--- config.mk ---
export PLATFORM = sky130hd
export DESIGN_NAME = i2c_master_byte_sequencer_top
export DESIGN_NICKNAME = d
export VERILOG_FILES = /design/src/hdl/i2cms_pkg.sv /design/src/hdl/i2cms_front.sv /design/src/hdl/i2cms_queue.sv /design/src/hdl/i2cms_back.sv /design/src/hdl/i2c_master_byte_sequencer_top.sv
export VERILOG_INCLUDE_DIRS = /design/src /design/src/hdl
export SDC_FILE = /design/constraint.sdc
export NUM_CORES = 1
export LEC_CHECK = 0
export BUFFER_PORTS_ARGS = -buffer_cell sky130_fd_sc_hd__clkbuf_2
export CAP_MARGIN = 20
export CELL_PAD_IN_SITES_DETAIL_PLACEMENT = 1
export CELL_PAD_IN_SITES_GLOBAL_PLACEMENT = 1
export CORE_ASPECT_RATIO = 1.5
export CORE_MARGIN = 3
export CORE_UTILIZATION = 48
export CTS_CLUSTER_DIAMETER = 200
export DETAILED_ROUTE_END_ITERATION = 6
export PLACE_DENSITY = 0.85
export SYNTH_ARGS = -nofsm -noshare
export SYNTH_HDL_FRONTEND = slang
export SYNTH_SLANG_ARGS = --single-unit
--- constraint.sdc ---
create_clock -name aclk -period 3.6 [get_ports aclk]
set_input_delay 0 -clock aclk [delete_from_list [all_inputs] [get_ports aclk]]
set_output_delay 0 -clock aclk [all_outputs]
set_load 0.02 [all_outputs]
--- src/hdl/assert_macros.svh ---
// Assertion macros used by the top level of the I2C byte sequencer.
// Depends on nothing; the bodies are empty when SYNTHESIS is defined.
`ifndef ASSERT_MACROS_SVH
`define ASSERT_MACROS_SVH

`ifndef SYNTHESIS

// Check that a condition implies a consequence in the same cycle.
`define ASSERT_IMPLIES(label, clk, rstn, cond, cons) \
    label: assert property (@(posedge clk) disable iff (!(rstn)) (cond) |-> (cons)) \
        else $error("assertion failed: implication");

// Check that a condition implies a consequence in the next cycle.
`define ASSERT_NEXT(label, clk, rstn, cond, cons) \
    label: assert property (@(posedge clk) disable iff (!(rstn)) (cond) |=> (cons)) \
        else $error("assertion failed: next-cycle implication");

`else

`define ASSERT_IMPLIES(label, clk, rstn, cond, cons)
`define ASSERT_NEXT(label, clk, rstn, cond, cons)

`endif

`endif

--- src/hdl/i2cms_pkg.sv ---
// Shared types, codes and constants of the I2C byte sequencer.
// Depends on nothing; imported by every module of the block.
package i2cms_pkg;

    localparam int CMD_W        = 3;
    localparam int BYTE_W       = 8;
    localparam int ADDR_W       = 7;
    localparam int CFG_W        = 8;
    localparam int CFG_IDX_W    = 2;
    localparam int BIT_CNT_W    = 4;
    localparam int BITS_PER_BYTE = 8;

    localparam int DELAY_WIDTH_DEF = 8;
    localparam int QUEUE_DEPTH_DEF = 4;

    // Command codes on the input word
    localparam logic [CMD_W-1:0] CMD_TICK  = 3'd0;
    localparam logic [CMD_W-1:0] CMD_START = 3'd1;
    localparam logic [CMD_W-1:0] CMD_STOP  = 3'd2;
    localparam logic [CMD_W-1:0] CMD_WRITE = 3'd3;
    localparam logic [CMD_W-1:0] CMD_READ  = 3'd4;
    localparam logic [CMD_W-1:0] CMD_ADDR  = 3'd5;

    // Configuration register indexes
    localparam logic [CFG_IDX_W-1:0] REG_EDGE_SETUP = 2'd0;
    localparam logic [CFG_IDX_W-1:0] REG_COND_HOLD  = 2'd1;
    localparam logic [CFG_IDX_W-1:0] REG_BIT_PHASE  = 2'd2;
    localparam logic [CFG_IDX_W-1:0] REG_ACK_PHASE  = 2'd3;

    localparam logic [CFG_W-1:0] EDGE_SETUP_RST = 8'd4;
    localparam logic [CFG_W-1:0] COND_HOLD_RST  = 8'd40;
    localparam logic [CFG_W-1:0] BIT_PHASE_RST  = 8'd10;
    localparam logic [CFG_W-1:0] ACK_PHASE_RST  = 8'd50;

    // Command class decided by the front end
    typedef enum logic [2:0] {
        K_NONE,
        K_START,
        K_STOP,
        K_WRITE,
        K_READ,
        K_ADDR,
        K_OTHER
    } cmd_kind_t;

    // One queued tick
    typedef struct packed {
        cmd_kind_t         kind;
        logic [BYTE_W-1:0] load_byte;
        logic              sda_in;
    } tick_entry_t;

    typedef struct packed {
        logic full;
        logic empty;
    } queue_status_t;

    typedef struct packed {
        logic              scl_level;
        logic              sda_level;
        logic              busy_res;
        logic              done_res;
        logic [BYTE_W-1:0] received_byte;
        logic              ack_seen;
        logic              rejected;
    } result_t;

endpackage

--- src/hdl/i2cms_front.sv ---
// Front end: input register stage that classifies commands and forms the load byte.
// Depends on i2cms_pkg; feeds i2cms_queue.
module i2cms_front (
    input  logic                          aclk,
    input  logic                          aresetn,
    input  logic                          s_valid,
    output logic                          s_ready,
    input  logic [i2cms_pkg::CMD_W-1:0]   s_cmd,
    input  logic [i2cms_pkg::BYTE_W-1:0]  s_write_byte,
    input  logic [i2cms_pkg::ADDR_W-1:0]  s_target_address,
    input  logic                          s_read_flag,
    input  logic                          s_sda_in,
    input  logic                          q_full,
    output logic                          q_push,
    output i2cms_pkg::tick_entry_t        q_entry
);
    import i2cms_pkg::*;

    logic        hold_valid_reg;
    logic        hold_valid_next;
    tick_entry_t hold_entry_reg;
    tick_entry_t decoded;

    always_comb begin
        case (s_cmd)
            CMD_TICK:  decoded.kind = K_NONE;
            CMD_START: decoded.kind = K_START;
            CMD_STOP:  decoded.kind = K_STOP;
            CMD_WRITE: decoded.kind = K_WRITE;
            CMD_READ:  decoded.kind = K_READ;
            CMD_ADDR:  decoded.kind = K_ADDR;
            default:   decoded.kind = K_OTHER;
        endcase
        decoded.load_byte = (s_cmd == CMD_ADDR) ? {s_target_address, s_read_flag}
                                                : s_write_byte;
        decoded.sda_in    = s_sda_in;
    end

    assign s_ready  = !hold_valid_reg || !q_full;
    assign q_push   = hold_valid_reg && !q_full;
    assign q_entry  = hold_entry_reg;

    assign hold_valid_next = s_ready ? s_valid : hold_valid_reg;

    always_ff @(posedge aclk) begin
        if (!aresetn) begin
            hold_valid_reg <= 1'b0;
        end else begin
            hold_valid_reg <= hold_valid_next;
        end
    end

    always_ff @(posedge aclk) begin
        if (s_ready && s_valid) begin
            hold_entry_reg <= decoded;
        end
    end

endmodule

--- src/hdl/i2cms_queue.sv ---
// Short FIFO of classified ticks between the front end and the sequencer.
// Depends on i2cms_pkg.
module i2cms_queue #(
    parameter int DEPTH = i2cms_pkg::QUEUE_DEPTH_DEF
) (
    input  logic                    aclk,
    input  logic                    aresetn,
    input  logic                    push,
    input  i2cms_pkg::tick_entry_t  push_entry,
    input  logic                    pop,
    output i2cms_pkg::tick_entry_t  head_entry,
    output i2cms_pkg::queue_status_t status
);
    import i2cms_pkg::*;

    localparam int PTR_W = (DEPTH > 1) ? $clog2(DEPTH) : 1;
    localparam int CNT_W = $clog2(DEPTH + 1);
    localparam logic [PTR_W-1:0] LAST = PTR_W'(DEPTH - 1);
    localparam logic [CNT_W-1:0] FULL_CNT = CNT_W'(DEPTH);

    tick_entry_t      mem [DEPTH];
    logic [PTR_W-1:0] wr_ptr_reg, wr_ptr_next;
    logic [PTR_W-1:0] rd_ptr_reg, rd_ptr_next;
    logic [CNT_W-1:0] count_reg, count_next;

    assign status.full  = (count_reg == FULL_CNT);
    assign status.empty = (count_reg == '0);
    assign head_entry   = mem[rd_ptr_reg];

    always_comb begin
        wr_ptr_next = wr_ptr_reg;
        rd_ptr_next = rd_ptr_reg;
        count_next  = count_reg;
        if (push) begin
            wr_ptr_next = (wr_ptr_reg == LAST) ? '0 : wr_ptr_reg + 1'b1;
        end
        if (pop) begin
            rd_ptr_next = (rd_ptr_reg == LAST) ? '0 : rd_ptr_reg + 1'b1;
        end
        if (push && !pop) begin
            count_next = count_reg + 1'b1;
        end else if (pop && !push) begin
            count_next = count_reg - 1'b1;
        end
    end

    always_ff @(posedge aclk) begin
        if (!aresetn) begin
            wr_ptr_reg <= '0;
            rd_ptr_reg <= '0;
            count_reg  <= '0;
        end else begin
            wr_ptr_reg <= wr_ptr_next;
            rd_ptr_reg <= rd_ptr_next;
            count_reg  <= count_next;
        end
    end

    always_ff @(posedge aclk) begin
        if (push) begin
            mem[wr_ptr_reg] <= push_entry;
        end
    end

endmodule

--- src/hdl/i2cms_back.sv ---
// Back end: bus sequencer retiring one tick per cycle unless the queue is empty
// or m_ready stalls; config and output regs. Uses i2cms_pkg; fed by i2cms_queue.
module i2cms_back #(
    parameter int DELAY_WIDTH = i2cms_pkg::DELAY_WIDTH_DEF
) (
    input  logic                           aclk,
    input  logic                           aresetn,
    input  logic                           cfg_we,
    input  logic [i2cms_pkg::CFG_IDX_W-1:0] cfg_index,
    input  logic [i2cms_pkg::CFG_W-1:0]    cfg_wdata,
    input  i2cms_pkg::queue_status_t       q_status,
    input  i2cms_pkg::tick_entry_t         q_head,
    output logic                           q_pop,
    output logic                           m_valid,
    input  logic                           m_ready,
    output i2cms_pkg::result_t             m_result
);
    import i2cms_pkg::*;

    localparam int DW = DELAY_WIDTH;
    localparam int EW = DW + CFG_W;
    localparam logic [EW-1:0] DELAY_MAX = EW'({DW{1'b1}});

    typedef enum logic [4:0] {
        P_IDLE = 5'd0,
        P_S0   = 5'd1,  P_S1  = 5'd2,  P_S2  = 5'd3,  P_S3  = 5'd4,
        P_P0   = 5'd5,  P_P1  = 5'd6,  P_P2  = 5'd7,  P_P3  = 5'd8,
        P_W0   = 5'd9,  P_W1  = 5'd10, P_W2  = 5'd11,
        P_WA0  = 5'd12, P_WA1 = 5'd13, P_WA2 = 5'd14,
        P_R0   = 5'd15, P_R1  = 5'd16, P_R2  = 5'd17, P_R3  = 5'd18,
        P_RA0  = 5'd19, P_RA1 = 5'd20, P_RA2 = 5'd21, P_RA3 = 5'd22
    } phase_t;

    // Configuration
    logic [CFG_W-1:0] edge_setup_reg, cond_hold_reg, bit_phase_reg, ack_phase_reg;

    // Sequencer state
    phase_t               phase_reg, phase_next;
    logic [DW-1:0]        tick_reg, tick_next;
    logic [BIT_CNT_W-1:0] bit_reg, bit_next;
    logic [BYTE_W-1:0]    shift_reg, shift_next;
    logic                 scl_reg, scl_next;
    logic                 sda_reg, sda_next;
    logic                 ack_reg, ack_next;
    logic [BYTE_W-1:0]    last_read_reg, last_read_next;
    logic                 rej, done;

    logic                 m_valid_reg, m_valid_next;
    result_t              m_result_reg;

    logic [DW-1:0] d_setup, d_hold, d_bit, d_ack;

    function automatic logic [DW-1:0] sat_delay(input logic [CFG_W-1:0] v);
        logic [EW-1:0] ext;
        ext = EW'(v);
        return (ext > DELAY_MAX) ? {DW{1'b1}} : DW'(ext);
    endfunction

    assign d_setup = sat_delay(edge_setup_reg);
    assign d_hold  = sat_delay(cond_hold_reg);
    assign d_bit   = sat_delay(bit_phase_reg);
    assign d_ack   = sat_delay(ack_phase_reg);

    always_ff @(posedge aclk) begin
        if (!aresetn) begin
            edge_setup_reg <= EDGE_SETUP_RST;
            cond_hold_reg  <= COND_HOLD_RST;
            bit_phase_reg  <= BIT_PHASE_RST;
            ack_phase_reg  <= ACK_PHASE_RST;
        end else if (cfg_we) begin
            case (cfg_index)
                REG_EDGE_SETUP: edge_setup_reg <= cfg_wdata;
                REG_COND_HOLD:  cond_hold_reg  <= cfg_wdata;
                REG_BIT_PHASE:  bit_phase_reg  <= cfg_wdata;
                REG_ACK_PHASE:  ack_phase_reg  <= cfg_wdata;
                default: ;
            endcase
        end
    end

    // Retire a tick when one is queued and the output register frees up
    assign q_pop = !q_status.empty && (!m_valid_reg || m_ready);

    always_comb begin
        phase_next     = phase_reg;
        tick_next      = tick_reg;
        bit_next       = bit_reg;
        shift_next     = shift_reg;
        scl_next       = scl_reg;
        sda_next       = sda_reg;
        ack_next       = ack_reg;
        last_read_next = last_read_reg;
        rej            = 1'b0;
        done           = 1'b0;

        if (phase_reg != P_IDLE) begin
            rej = (q_head.kind != K_NONE);
        end else begin
            case (q_head.kind)
                K_START: begin
                    phase_next = P_S0;
                    tick_next  = '0;
                    bit_next   = '0;
                end
                K_STOP: begin
                    phase_next = P_P0;
                    tick_next  = '0;
                    bit_next   = '0;
                end
                K_READ: begin
                    phase_next = P_R0;
                    tick_next  = '0;
                    bit_next   = '0;
                    shift_next = '0;
                end
                K_WRITE, K_ADDR: begin
                    phase_next = P_W0;
                    tick_next  = '0;
                    bit_next   = '0;
                    shift_next = q_head.load_byte;
                end
                default: ;
            endcase
        end

        if (phase_next != P_IDLE) begin
            if (tick_next != '0) begin
                tick_next = tick_next - 1'b1;
            end else begin
                case (phase_next)
                    P_S0:  begin sda_next = 1'b1; tick_next = d_setup; phase_next = P_S1; end
                    P_S1:  begin scl_next = 1'b1; tick_next = d_hold;  phase_next = P_S2; end
                    P_S2:  begin sda_next = 1'b0; tick_next = d_hold;  phase_next = P_S3; end
                    P_S3: begin
                        scl_next   = 1'b0;
                        tick_next  = '0;
                        phase_next = P_IDLE;
                        done       = 1'b1;
                    end
                    P_P0:  begin sda_next = 1'b0; tick_next = d_setup; phase_next = P_P1; end
                    P_P1:  begin scl_next = 1'b1; tick_next = d_hold;  phase_next = P_P2; end
                    P_P2:  begin sda_next = 1'b1; tick_next = d_hold;  phase_next = P_P3; end
                    P_P3: begin
                        tick_next  = '0;
                        phase_next = P_IDLE;
                        done       = 1'b1;
                    end
                    P_W0: begin
                        sda_next   = shift_next[BYTE_W-1];
                        tick_next  = d_bit;
                        phase_next = P_W1;
                    end
                    P_W1:  begin scl_next = 1'b1; tick_next = d_bit; phase_next = P_W2; end
                    P_W2: begin
                        scl_next   = 1'b0;
                        shift_next = {shift_next[BYTE_W-2:0], 1'b0};
                        bit_next   = bit_next + 1'b1;
                        tick_next  = d_bit;
                        phase_next = (bit_next >= BIT_CNT_W'(BITS_PER_BYTE)) ? P_WA0 : P_W0;
                    end
                    P_WA0: begin tick_next = d_ack; phase_next = P_WA1; end
                    P_WA1: begin scl_next = 1'b1; tick_next = d_ack; phase_next = P_WA2; end
                    P_WA2: begin
                        sda_next   = 1'b1;
                        ack_next   = q_head.sda_in;
                        scl_next   = 1'b0;
                        tick_next  = '0;
                        phase_next = P_IDLE;
                        done       = 1'b1;
                    end
                    P_R0:  begin tick_next = d_bit; phase_next = P_R1; end
                    P_R1:  begin scl_next = 1'b1; tick_next = d_bit; phase_next = P_R2; end
                    P_R2:  begin scl_next = 1'b0; tick_next = d_bit; phase_next = P_R3; end
                    P_R3: begin
                        sda_next   = 1'b1;
                        shift_next = {shift_next[BYTE_W-2:0], q_head.sda_in};
                        bit_next   = bit_next + 1'b1;
                        tick_next  = '0;
                        phase_next = (bit_next >= BIT_CNT_W'(BITS_PER_BYTE)) ? P_RA0 : P_R0;
                    end
                    P_RA0: begin sda_next = 1'b0; tick_next = d_bit; phase_next = P_RA1; end
                    P_RA1: begin scl_next = 1'b1; tick_next = d_bit; phase_next = P_RA2; end
                    P_RA2: begin scl_next = 1'b0; tick_next = d_bit; phase_next = P_RA3; end
                    P_RA3: begin
                        last_read_next = shift_next;
                        tick_next      = '0;
                        phase_next     = P_IDLE;
                        done           = 1'b1;
                    end
                    default: begin
                        tick_next  = '0;
                        phase_next = P_IDLE;
                    end
                endcase
            end
        end
    end

    assign m_valid_next = q_pop ? 1'b1 : (m_ready ? 1'b0 : m_valid_reg);

    always_ff @(posedge aclk) begin
        if (!aresetn) begin
            phase_reg     <= P_IDLE;
            tick_reg      <= '0;
            bit_reg       <= '0;
            shift_reg     <= '0;
            scl_reg       <= 1'b0;
            sda_reg       <= 1'b1;
            ack_reg       <= 1'b1;
            last_read_reg <= '0;
            m_valid_reg   <= 1'b0;
        end else begin
            m_valid_reg <= m_valid_next;
            if (q_pop) begin
                phase_reg     <= phase_next;
                tick_reg      <= tick_next;
                bit_reg       <= bit_next;
                shift_reg     <= shift_next;
                scl_reg       <= scl_next;
                sda_reg       <= sda_next;
                ack_reg       <= ack_next;
                last_read_reg <= last_read_next;
            end
        end
    end

    always_ff @(posedge aclk) begin
        if (q_pop) begin
            m_result_reg.scl_level     <= scl_next;
            m_result_reg.sda_level     <= sda_next;
            m_result_reg.busy_res      <= (phase_next != P_IDLE);
            m_result_reg.done_res      <= done;
            m_result_reg.received_byte <= last_read_next;
            m_result_reg.ack_seen      <= ack_next;
            m_result_reg.rejected      <= rej;
        end
    end

    assign m_valid  = m_valid_reg;
    assign m_result = m_result_reg;

endmodule

--- src/hdl/i2c_master_byte_sequencer_top.sv ---
// Top level of the tick-driven I2C master byte sequencer.
// Depends on i2cms_pkg, assert_macros.svh, i2cms_front, i2cms_queue, i2cms_back.
//
// Usage:
//   Each input word on the s_ channel is one bus time tick. It carries a command
//   (tick only, start, stop, write byte, read byte, address) and the SDA level
//   sampled on that tick. Every accepted word yields exactly one result word on
//   the m_ channel: the SCL/SDA levels to drive, busy/done flags, the last read
//   byte, the last acknowledge sample, and a reject flag for a command that
//   arrived while a sequence was still running.
//   The configuration port (cfg_we, cfg_index, cfg_wdata) sets the four delay
//   registers; write it only while no word is in flight and the bus is idle.
//   Path: an accepted word passes the front register, then a queue entry, then
//   the sequencer output register before its result word is valid on m_.
//   Throughput: one word per cycle while m_ready does not stall, as the back
//   end retires one queued tick on each sequencer update.
//   The queue between front and back lets a stalled m_ready back up through the
//   queue and front register before s_ready drops; no word is lost or repeated.
//   Reset (aresetn low, synchronous) empties the pipeline, parks the bus with
//   SCL low and SDA released, and restores the delay registers to defaults.
module i2c_master_byte_sequencer_top #(
    parameter int DELAY_WIDTH = i2cms_pkg::DELAY_WIDTH_DEF,
    parameter int QUEUE_DEPTH = i2cms_pkg::QUEUE_DEPTH_DEF
) (
    input  logic                            aclk,
    input  logic                            aresetn,
    // Configuration write port
    input  logic                            cfg_we,
    input  logic [i2cms_pkg::CFG_IDX_W-1:0] cfg_index,
    input  logic [i2cms_pkg::CFG_W-1:0]     cfg_wdata,
    // Tick input channel
    input  logic                            s_valid,
    output logic                            s_ready,
    input  logic [i2cms_pkg::CMD_W-1:0]     s_cmd,
    input  logic [i2cms_pkg::BYTE_W-1:0]    s_write_byte,
    input  logic [i2cms_pkg::ADDR_W-1:0]    s_target_address,
    input  logic                            s_read_flag,
    input  logic                            s_sda_in,
    // Result channel
    output logic                            m_valid,
    input  logic                            m_ready,
    output logic                            m_scl_level,
    output logic                            m_sda_level,
    output logic                            m_busy_res,
    output logic                            m_done_res,
    output logic [i2cms_pkg::BYTE_W-1:0]    m_received_byte,
    output logic                            m_ack_seen,
    output logic                            m_rejected
);
    import i2cms_pkg::*;

`include "assert_macros.svh"

    logic          q_push;
    logic          q_pop;
    tick_entry_t   q_in_entry;
    tick_entry_t   q_head;
    queue_status_t q_status;
    result_t       result;

    // Accept and classify ticks
    i2cms_front u_front (
        .aclk             (aclk),
        .aresetn          (aresetn),
        .s_valid          (s_valid),
        .s_ready          (s_ready),
        .s_cmd            (s_cmd),
        .s_write_byte     (s_write_byte),
        .s_target_address (s_target_address),
        .s_read_flag      (s_read_flag),
        .s_sda_in         (s_sda_in),
        .q_full           (q_status.full),
        .q_push           (q_push),
        .q_entry          (q_in_entry)
    );

    // Decouple front and back
    i2cms_queue #(
        .DEPTH (QUEUE_DEPTH)
    ) u_queue (
        .aclk       (aclk),
        .aresetn    (aresetn),
        .push       (q_push),
        .push_entry (q_in_entry),
        .pop        (q_pop),
        .head_entry (q_head),
        .status     (q_status)
    );

    // Sequence the bus one tick at a time
    i2cms_back #(
        .DELAY_WIDTH (DELAY_WIDTH)
    ) u_back (
        .aclk      (aclk),
        .aresetn   (aresetn),
        .cfg_we    (cfg_we),
        .cfg_index (cfg_index),
        .cfg_wdata (cfg_wdata),
        .q_status  (q_status),
        .q_head    (q_head),
        .q_pop     (q_pop),
        .m_valid   (m_valid),
        .m_ready   (m_ready),
        .m_result  (result)
    );

    assign m_scl_level     = result.scl_level;
    assign m_sda_level     = result.sda_level;
    assign m_busy_res      = result.busy_res;
    assign m_done_res      = result.done_res;
    assign m_received_byte = result.received_byte;
    assign m_ack_seen      = result.ack_seen;
    assign m_rejected      = result.rejected;

    // A completing tick always leaves the sequencer idle
    `ASSERT_IMPLIES(a_done_means_idle, aclk, aresetn, m_valid && m_done_res, !m_busy_res)
    // Never push into a full queue
    `ASSERT_IMPLIES(a_no_overflow, aclk, aresetn, q_push, !q_status.full)
    // Never pop an empty queue
    `ASSERT_IMPLIES(a_no_underflow, aclk, aresetn, q_pop, !q_status.empty)
    // A retired tick always shows up as a valid result next cycle
    `ASSERT_NEXT(a_pop_gives_result, aclk, aresetn, q_pop, m_valid)

endmodule
==> impl_results.md <==
* Outcome: finished, final reports clean
* CP Class: flop to flop
* CTS Sinks at 153
* Met1 Use GR at 34.12%
* Core area at 14,800 um2
* Max Cap Viol at 0
* Num rows at 54
* Clock skew at 0.01314 ns
* Global-route wire length before repair at 39.40 mm
* IO Port Bufs at 50
* Startpoint types: flop
* FFs w/ async S/R, synth at 0%
* Vias after detailed routing at 6,357
* Crit path capture type: flop
* Portion of netlist area occupied by mux cells at 8.394%
* Critical path's top delay family: simple AND/OR/NAND/NOR gates
* Drt wl/cell at 25.30 um
* Share of layout cells above drive strength 1 at 18.69%
* Layout Nets at 839
* Final setup violation count at 0
* CTS Buf Count at 17
* GR Util met3 at 5.630%
* Hold crit path type: input pin to flop
* Initial DRC count at 459
* Initial Util at 49.76%
* Tcrit/Tclk final at 94.36%
* N_diodes at 0
* Post-synthesis cell area at 7363 um2
* Maximum number of pins on one net before global-route repair at 64
* #FFs+latches synth at 153
* GR Util met2 at 56.70%
* Placed cell area at 7873 um2
* Syn Area/Cell at 10.33 um2
* Pre-CTS WS at 0.2940 ns
* CP max FO at 12
* CTS max path bufs at 2
* Synthesized net count at 757
* Maximum VDD drop at 0.0005747 V
* GRT overflow at 0
* GRT busiest layer: met2
* DR DRC count at 0
* Drt first pass iters at 5
* Vias/cell at 6.332
* Slowest stage cell, crit path: mux4_2
* CTS tree: done
* Design area at 8765 um2
* Gate Count Post-Synth at 713
* Worst setup margin at 0.2032 ns
* Unrepaired setup endpoints after global routing: false
* Fin. Hold Viols at 0
* Power density cells at 874.3 nW/um2
* WP buf/inv at 3
* Drt total wl at 25.40 mm
* Final Util at 59.23%
* Post-route antenna net violation count at 0
* Later-pin clock latency in the skew report at 0.43 ns
* EDFF count, synth at 74
* Total leakage power at 3.218 nW
* Simple-gate area share of the yosys netlist at 17.09%
* Seq/Total Area, Yosys at 51.66%
* Slew margin rel. at 42.31%
* Period minus WS final at 3.397 ns
* H-tree levels at 4
* Warnings, synthesis at 0
* Fmax at 0.2944 GHz
* GRT Resource Usage Total at 30.87%
* Area growth from synthesis to layout at 19.03%
* Max reg flops at 48
* IO Count at 51
* Largest family of logic cells by synthesized area: compound AO/OA/AOI/OAI gates
* Vias in the first global route at 6,852
* Initial antenna violation count at 0
* Dominant synthesized flop cell: dfxtp_1
* Gpl congestion at 0.9844
* Crit path DAT at 3.75 ns
* Post-DP HPWL at 15.37 mm
* CTS Root Buffer Type: clkbuf_16
* Fill count at 1,585
* Die Width at 107.1 um
* Clock slew at reported path FFs at 0.07 ns
* Setup TNS at 0 ns
* Worst path max stage delay at 0.61 ns
* Synth Area in Adders at 1.631%
* Post-Synth XOR/XNOR Area at 0.7137%
* Synth Area in Compound Gates at 17.38%
* Ordered cell list for the critical path: buf_4, mux4_2, or3_1, nand2_1, nand2_1, ha_1, inv_1, nor3_2, buf_4, o21ai_0, a32oi_1, nor2b_1
* Die area at 16,890 um2
* Die height at 157.7 um
* Slew @ Worst Pin at 0.8654 ns
* Yosys cell types at 74
* CP required at 3.96 ns
* Slew Viols, Final at 0
[worst paths after layout]
| check | start | to | slack (ns) | depth (start not counted) |
|---|---|---|---|---|
| worst min register to register | u_back.bit_phase_reg[0]$_SDFFE_PN0P_ | u_back.bit_phase_reg[0]$_SDFFE_PN0P_ | 0.48 | 2 |
| worst max-delay path | flop | u_back.bit_reg[1]$_SDFFE_PN0P_ | 0.20 | 12 |
| worst min-delay path | cfg_index[1] | u_back.cond_hold_reg[6]$_SDFFE_PN0P_ | 0.09 | 4 |
| worst max register to register | flop | u_back.bit_reg[1]$_SDFFE_PN0P_ | 0.20 | 12 |
[cell families after synthesis]
group / count (synthesis)
compound gates: 185
flops: 153
xor+xnor: 6
buf+inv: 55
fa+ha+maj: 9
simple gates: 262
mux: 43
[power breakdown]
part / switching [mW] / internal (mW)
clock: 0.863 / 0.988
sequential: 0.162 / 2.11
combinational: 2.28 / 1.25
total: 3.31 / 4.35
[through the flow]
stage / power (mW) / cells / hold slack, ns
floorplan: 4.540 / 713 / 0.09887
global placement: 5.497 / 942 / 0.1833
detailed placement: 5.647 / 942 / 0.1954
CTS: 7.524 / 1004 / 0.08260
global route: 7.996 / 1004 / 0.1154
finish: 7.663 / 1004 / 0.08621
[cell usage in the layout (no fill, tap or decap), types with 14 or more instances in the layout]
cell type	synthesis	final
and2_1	18	18
mux2_2	14	14
dfxtp_1	79	79
nor2_1	54	54
nor3_1	16	16
nor2b_1	16	16
a21oi_1	35	35
dlygate4sd3_1	0	30
clkbuf_2	0	50
nand3_1	19	19
a21boi_0	16	16
mux2i_1	16	16
edfxtp_1	74	74
clkbuf_16	0	17
nand2_1	98	98
o21ai_0	33	33
buf_4	0	27
[repair_timing]
action                                  in CTS  in global routing
buffers inserted                             0                  0
endpoints found under the setup margin       0                  3
hold buffers                                30                  0
endpoints found under the hold margin       46                  0
gates resized for setup                      0                  1
[final cells by class]
cell class / count / area [um2] / share of cell area, %
Clock buffer: 18 / 429.2 / 4.897
Tap cell: 196 / 245.2 / 2.798
Sequential cell: 153 / 3804 / 43.40
Timing Repair Buffer: 107 / 753.2 / 8.594
Multi-Input combinational cell: 505 / 3334 / 38.04
Clock inverter: 14 / 157.7 / 1.799
Inverter: 11 / 41.29 / 0.4711
[layer usage]
metal	vias to the layer above	share of wire, %
met1	3192	36
met4	0	4.7
met2	271	53
li1	2810	-
met3	84	5.3
met5	-	0
[cells in the mapped netlist (16+ instances only)]
cell type / number / area [um2]
mux2i_1: 16 / 160.2
nand2_1: 98 / 367.9
nor3_1: 16 / 80.08
nor2_1: 54 / 202.7
a21oi_1: 35 / 175.2
o21ai_0: 33 / 165.2
nand3_1: 19 / 95.09
and2_1: 18 / 112.6
dfxtp_1: 79 / 1582
edfxtp_1: 74 / 2222
nor2b_1: 16 / 100.1
a21boi_0: 16 / 120.1
clkbuf_1: 32 / 120.1
[tightest hold or removal path: stages]
cell and delay [ns]:
clkbuf_2 0.13, nor2_1 0.17, nand2_1 0.10, a21boi_0 0.07
(Power assumes the default switching activity.)
